`src/rtl/ifp_pkg.sv`:
```
// ----------------------------------------------------------------------------
// ifp_pkg: shared types and constants of the IMU frame parser
// Byte type, configuration register indexes, reset values of the
// configuration registers and the bit positions of the seen set.
// ----------------------------------------------------------------------------
package ifp_pkg;

  typedef logic [7:0] byte_t;
  typedef logic [2:0] cfg_idx_t;
  typedef logic [2:0] seen_t;

  // Configuration register indexes.
  localparam cfg_idx_t CFG_HEADER_BYTE   = 3'd0;
  localparam cfg_idx_t CFG_ACCEL_CODE    = 3'd1;
  localparam cfg_idx_t CFG_GYRO_CODE     = 3'd2;
  localparam cfg_idx_t CFG_ANGLE_CODE    = 3'd3;
  localparam cfg_idx_t CFG_REQUIRED_MASK = 3'd4;

  // Reset values of the configuration registers.
  localparam byte_t RST_HEADER_BYTE   = 8'h55;
  localparam byte_t RST_ACCEL_CODE    = 8'h51;
  localparam byte_t RST_GYRO_CODE     = 8'h52;
  localparam byte_t RST_ANGLE_CODE    = 8'h53;
  localparam seen_t RST_REQUIRED_MASK = 3'd7;

  // Seen set bits.
  localparam seen_t SEEN_ACCEL = 3'b001;
  localparam seen_t SEEN_GYRO  = 3'b010;
  localparam seen_t SEEN_ANGLE = 3'b100;

endpackage

```
`src/rtl/ifp_cell.sv`:
```
// ----------------------------------------------------------------------------
// ifp_cell: one byte cell of the receive window
// Holds one window byte and takes its neighbor's byte on every accepted
// request, so that a row of cells forms the sliding window.
// ----------------------------------------------------------------------------
module ifp_cell (
  input  logic          clk,
  input  logic          shift_en,
  input  ifp_pkg::byte_t d,
  output ifp_pkg::byte_t q
);

  ifp_pkg::byte_t byte_r;

  // Take the neighbor's byte when the window advances.
  always_ff @(posedge clk) begin
    if (shift_en) begin
      byte_r <= d;
    end
  end

  assign q = byte_r;

endmodule

```
`src/rtl/imu_frame_parser.sv`:
```
// ----------------------------------------------------------------------------
// imu_frame_parser: checksummed fixed-length serial frame parser
// Slides a window of FRAME_LEN received bytes through a row of byte cells,
// checks header and modulo-256 checksum when the window is full, and reports
// each valid frame with its type, three signed samples and set completion.
// ----------------------------------------------------------------------------
//  Channel | Direction | Handshake           | Payload
//  in      | input     | in_valid/in_ready   | in_rx_byte
//  out     | output    | out_valid/out_ready | out_frame_type, out_value_x/y/z,
//          |           |                     | out_set_complete
//  cfg     | input     | cfg_we (no wait)    | cfg_index, cfg_wdata
//
// One byte is taken per cycle. The check runs on the cells' contents plus
// the arriving byte, so a frame's result is registered at the edge that
// accepts its last byte and shows on the next cycle.
// in_ready is low only while a result is held and out_ready is low.
// Reset (synchronous, active low) empties the window, clears the running
// sum and the seen set, and restores the configuration defaults.
// ----------------------------------------------------------------------------
module imu_frame_parser #(
  parameter int FRAME_LEN = 11
) (
  input  logic                clk,
  input  logic                rst_n,
  input  logic                in_valid,
  output logic                in_ready,
  input  logic [7:0]          in_rx_byte,
  output logic                out_valid,
  input  logic                out_ready,
  output logic [7:0]          out_frame_type,
  output logic signed [15:0]  out_value_x,
  output logic signed [15:0]  out_value_y,
  output logic signed [15:0]  out_value_z,
  output logic                out_set_complete,
  input  logic                cfg_we,
  input  logic [2:0]          cfg_index,
  input  logic [7:0]          cfg_wdata
);

  localparam int NCELL  = FRAME_LEN - 1;
  localparam int FILL_W = $clog2(FRAME_LEN);
  localparam logic [FILL_W-1:0] FILL_FULL = FILL_W'(FRAME_LEN - 1);

  // Configuration registers.
  ifp_pkg::byte_t header_r, accel_r, gyro_r, angle_r;
  ifp_pkg::seen_t mask_r;

  // Window state.
  ifp_pkg::byte_t        cell_q [NCELL];
  logic [FILL_W-1:0]     fill_r, fill_nxt;
  ifp_pkg::byte_t        sum_r, sum_nxt;
  ifp_pkg::seen_t        seen_r, seen_nxt, seen_upd;

  // Output register.
  logic                  out_valid_r;
  ifp_pkg::byte_t        type_r;
  logic [15:0]           vx_r, vy_r, vz_r;
  logic                  done_r;

  logic accept;
  logic full;
  logic frame_ok;
  logic done;

  assign in_ready = !out_valid_r || out_ready;
  assign accept   = in_valid && in_ready;

  // Row of window cells; the last cell takes the arriving byte.
  for (genvar i = 0; i < NCELL; i++) begin : g_cell
    ifp_pkg::byte_t d;
    if (i == NCELL - 1) begin : g_tail
      assign d = in_rx_byte;
    end else begin : g_link
      assign d = cell_q[i+1];
    end
    ifp_cell u_cell (
      .clk      (clk),
      .shift_en (accept),
      .d        (d),
      .q        (cell_q[i])
    );
  end

  // Frame check: the cells hold bytes 0..FRAME_LEN-2, the arriving byte is
  // the checksum, and the running sum covers exactly the cells' bytes.
  assign full     = (fill_r == FILL_FULL);
  assign frame_ok = full && (cell_q[0] == header_r) && (sum_r == in_rx_byte);

  // Seen set update and completion test.
  always_comb begin
    seen_upd = seen_r;
    if (cell_q[1] == accel_r) begin
      seen_upd = ifp_pkg::SEEN_ACCEL;
    end else if (cell_q[1] == gyro_r) begin
      seen_upd = seen_r | ifp_pkg::SEEN_GYRO;
    end else if (cell_q[1] == angle_r) begin
      seen_upd = seen_r | ifp_pkg::SEEN_ANGLE;
    end
    done = ((seen_upd & mask_r) == mask_r);
  end

  // Next window state.
  always_comb begin
    fill_nxt = fill_r;
    sum_nxt  = sum_r;
    seen_nxt = seen_r;
    if (accept) begin
      if (frame_ok) begin
        fill_nxt = '0;
        sum_nxt  = '0;
        seen_nxt = done ? '0 : seen_upd;
      end else if (full) begin
        // Drop the oldest byte and keep the window full.
        sum_nxt = sum_r + in_rx_byte - cell_q[0];
      end else begin
        fill_nxt = fill_r + 1'b1;
        sum_nxt  = sum_r + in_rx_byte;
      end
    end
  end

  // Control state and configuration registers.
  always_ff @(posedge clk) begin
    if (!rst_n) begin
      fill_r      <= '0;
      sum_r       <= '0;
      seen_r      <= '0;
      out_valid_r <= 1'b0;
      header_r    <= ifp_pkg::RST_HEADER_BYTE;
      accel_r     <= ifp_pkg::RST_ACCEL_CODE;
      gyro_r      <= ifp_pkg::RST_GYRO_CODE;
      angle_r     <= ifp_pkg::RST_ANGLE_CODE;
      mask_r      <= ifp_pkg::RST_REQUIRED_MASK;
    end else begin
      fill_r <= fill_nxt;
      sum_r  <= sum_nxt;
      seen_r <= seen_nxt;
      if (accept && frame_ok) begin
        out_valid_r <= 1'b1;
      end else if (out_ready) begin
        out_valid_r <= 1'b0;
      end
      if (cfg_we) begin
        case (cfg_index)
          ifp_pkg::CFG_HEADER_BYTE:   header_r <= cfg_wdata;
          ifp_pkg::CFG_ACCEL_CODE:    accel_r  <= cfg_wdata;
          ifp_pkg::CFG_GYRO_CODE:     gyro_r   <= cfg_wdata;
          ifp_pkg::CFG_ANGLE_CODE:    angle_r  <= cfg_wdata;
          ifp_pkg::CFG_REQUIRED_MASK: mask_r   <= cfg_wdata[2:0];
          default: ;
        endcase
      end
    end
  end

  // Result payload, loaded with each valid frame.
  always_ff @(posedge clk) begin
    if (accept && frame_ok) begin
      type_r <= cell_q[1];
      vx_r   <= {cell_q[3], cell_q[2]};
      vy_r   <= {cell_q[5], cell_q[4]};
      vz_r   <= {cell_q[7], cell_q[6]};
      done_r <= done;
    end
  end

  assign out_valid        = out_valid_r;
  assign out_frame_type   = type_r;
  assign out_value_x      = signed'(vx_r);
  assign out_value_y      = signed'(vy_r);
  assign out_value_z      = signed'(vz_r);
  assign out_set_complete = done_r;

  // The fill count never goes past a full window.
  a_fill_range: assert property (@(posedge clk) disable iff (!rst_n)
    fill_r <= FILL_FULL)
    else $error("window fill count out of range");

  // A valid frame empties the window and its running sum.
  a_frame_empties: assert property (@(posedge clk) disable iff (!rst_n)
    accept && frame_ok |=> fill_r == '0 && sum_r == '0)
    else $error("window not emptied after a valid frame");

  // A completed set leaves the seen set cleared.
  a_done_clears: assert property (@(posedge clk) disable iff (!rst_n)
    accept && frame_ok && done |=> seen_r == '0 && out_set_complete)
    else $error("seen set not cleared on completion");

  // A byte into a window that is not full grows it by one.
  a_fill_grows: assert property (@(posedge clk) disable iff (!rst_n)
    accept && !full |=> fill_r == $past(fill_r) + 1'b1)
    else $error("window fill did not advance");

endmodule
```
`config.mk`:
```
export PLATFORM = sky130hd
export DESIGN_NAME = imu_frame_parser
export DESIGN_NICKNAME = d
export VERILOG_FILES = /design/src/rtl/ifp_pkg.sv /design/src/rtl/ifp_cell.sv /design/src/rtl/imu_frame_parser.sv
export SDC_FILE = /design/constraint.sdc
export NUM_CORES = 1
export LEC_CHECK = 0
export CAP_MARGIN = 20
export CORE_ASPECT_RATIO = 2
export CORE_UTILIZATION = 55
export DETAILED_ROUTE_END_ITERATION = 7
export DONT_BUFFER_PORTS = 1
export GPL_ROUTABILITY_DRIVEN = 0
export HOLD_SLACK_MARGIN = 0.12
export PLACE_DENSITY = 0.72
export SYNTH_ARGS = -nofsm -noshare
export SYNTH_HDL_FRONTEND = slang
export SYNTH_SLANG_ARGS = --single-unit
```
`constraint.sdc`:
```
create_clock -name clk -period 5.7 [get_ports clk]
set_input_delay 0.855 -clock clk [delete_from_list [all_inputs] [get_ports clk]]
set_output_delay 0.855 -clock clk [all_outputs]
set_load 0.02 [all_outputs]
```
==> results.cfg <==
[status]
status = finished, final reports clean

[synthesis]
ys.warnings.count = 0
ys_seq_elements = 188
synth_cells = 518
synth_async_sr_flop_share_pct = 0
synth_edf_count = 137
ys_seq_area_share_pct = 71.7
synth.avg_cell_area_sq_um = 13.8
syn-num-nets = 560
yosys_most_used_dff = edfxtp_1
ys_types = 46
synth_area_sq_mm = 0.00716

[finish]
fin_area_sq_mm = 0.00794
drive_gt1_share_pct = 8.15
n_antenna_cell = 0
fillers = 959
nNetsFinal = 569
final_common_cell = edfxtp_1
area_growth_pct = 10.8
layout_common_cells = 137 x edfxtp_1, 80 x nand2_1, 51 x dfxtp_1
multi_input_area_sq_mm = 0.00191
regArea_sq_mm = 0.00513

[clock_tree]
clock_path_buffers = 2
hold_buffers = 0
cts_tree = built
clkSinkCount = 188
cts_buffers = 17
cts_root_buffer = clkbuf_16
cts_setup_buffers = 0
cts_resized = 0
insertion_delay_ps = 430
htree_levels = 4
clk_pin_slew_ps = 70

[grt]
grt_start_max_net_pins = 54
antenna_found_initial = 0
grt_pass1_vias = 4017
grt_usage_pct = 21.7
grt_overflow = 0
grt_pass1_wl_microns = 20800

[sta]
hold_viol = 0
post-route-period-util_pct = 58.9
clock_skew_ps = 13.6
drv_slew = 0
setup_viol = 0
relSlewSlack_pct = 33.6
worst_pin_slew_ps = 995
max_clock_freq_mhz = 298
setup_ws_ps = 2340
min_period_ps = 3360
rsz0062_at_grt = false
fin_setup_tns_ps = 0

[placed_design]
dpl_cell_area_sq_mm = 0.00732
port_buffers = 0
dp_slack_ps = 1840
place_hpwl_microns = 9290

[worst_setup_path]
rrSetupSlack_ps = 2450
rr_worst_depth = 6
critPathKind = in -> reg
arrival_ps = 3430
r2r_start = sum_r[0]
cp_data_required_time_ps = 5780
crit_path_start_kind = input pin
crit_path_end_kind = flop
r2r_end = out_value_z[1]
cp_max_fo = 34

[floorplanning]
fp.dieW_microns = 82.7
core-area_sq_mm = 0.0126
start_util_pct = 56.7
die_y_microns = 163
io_pins = 83
row_count = 58
dieArea_sq_mm = 0.0135

[route]
num_vias = 3923
drc = 0
antenna_left = 0
dr.pass1.iters = 5
drtIter0Drc = 238
post_drt_wl_per_cell_microns = 19.3
routed_wl_microns = 13300
vias_per_cell = 5.69

[power_and_ir_drop]
powerDensity_mw_per_mm2 = 373
vdd_drop_max_mv = 0.237
p_leak_uw = 0.00289

[run]
cap_viol_max_count = 0

[min_path]
hold_start = g_cell[9].u_cell.q[3]
hold_path_class = reg -> reg
hold_depth = 0
holdPathEnd = g_cell[8].u_cell.q[3]
-- routing by layer --
layer | global-route usage [%] | part of all wire (%) | up-vias
met5 | 0 | 0 | -
li1 | - | - | 1891
met4 | 10.8 | 3.0 | 0
met2 | 38.1 | 56 | 97
met1 | 23.1 | 37 | 1910
met3 | 5.64 | 3.9 | 25
-- how the worst max path moves through the flow --
stage	cells past startpoint	slack, ps	end	from
after floorplan	6	1880	sum_r[4]	out_ready
after global placement	6	1940	out_value_y[12]	in_rx_byte[3]
after detailed placement	6	1840	out_value_z[12]	in_rx_byte[0]
after CTS	6	2270	out_value_y[8]	in_rx_byte[0]
after global routing	6	2170	out_value_y[12]	in_rx_byte[0]
final	6	2340	out_value_z[1]	in_rx_byte[0]
-- state kept, by name, summed over array words and instances, names as in the netlist --
register,flops
accel_r,8
fill_r,4
mask_r,3
out_frame_type,8
out_value_x,16
sum_r,8
gyro_r,8
out_value_z,16
out_value_y,16
out_valid,1
out_set_complete,1
seen_r,3
g_cell.u_cell.q,80
angle_r,8
header_r,8
-- report_power, final --
group	leakage [uW]	switching, uW	internal [uW]
registers	0.00171	32.2	1520
clock network	0.000294	581	599
logic	0.000888	133	92.5
total	0.00289	746	2210
-- cells by family after synthesis --
group                    synth area share, %
AND/OR/NAND/NOR                         11.0
adder cells (fa/ha/maj)                 3.35
XOR/XNOR                                5.50
buffers and inverters                   1.62
AO/OA/AOI/OAI                           6.12
flip-flops                              71.7
multiplexers                           0.699
-- worst max-delay path, cell delays in order --
cell and delay, ps:
ha_1 330, or4_4 560, nor4_4 230, nand4_2 200, nor2_4 690, buf_4 520
-- metrics by stage --
stage	util (%)	instances	hold slack, ps	power (uW)
3_3_place_gp	58.0	658	403	1790
3_5_place_dp	58.0	658	405	1810
6_report	62.8	690	422	2960
5_1_grt	62.8	690	432	3060
2_1_floorplan	-	518	400	1750
4_1_cts	62.8	690	423	2970
-- area by class of cell --
cell class / count / area share, %
multi-input cells: 299 / 24.1
clock buffers: 17 / 5.36
well taps: 150 / 2.37
clock inverters: 15 / 2.40
repair buffers: 2 / 0.189
flip-flops and latches: 188 / 64.7
inverters: 19 / 0.915
-- synthesized netlist by cell type (all sizes together), types with 2 or more instances --
master  number  area, sq um
fa           2         40.0
and3b        2         17.5
and2         2         12.5
or3          3         18.8
a21o         4         30.0
nand2       80          300
nor3         4         25.0
o21ai        8         40.0
inv         19         71.3
nor3b        2         15.0
a211oi       4         35.0
edfxtp     137         4110
dfxtp       51         1020
a22oi        2         15.0
nand3b       3         22.5
nor2b        4         25.0
nor2        19         78.8
o211ai       5         37.5
xor2        24          210
mux2i        5         50.1
ha          16          200
nand4        8         62.6
a22o         3         26.3
nor4         7         58.8
o21a         4         30.0
xnor2       21          184
clkbuf      12         45.0
and3         2         12.5
nand3       21          105
a21oi       33          165
Power figures use the tool's default switching activity.
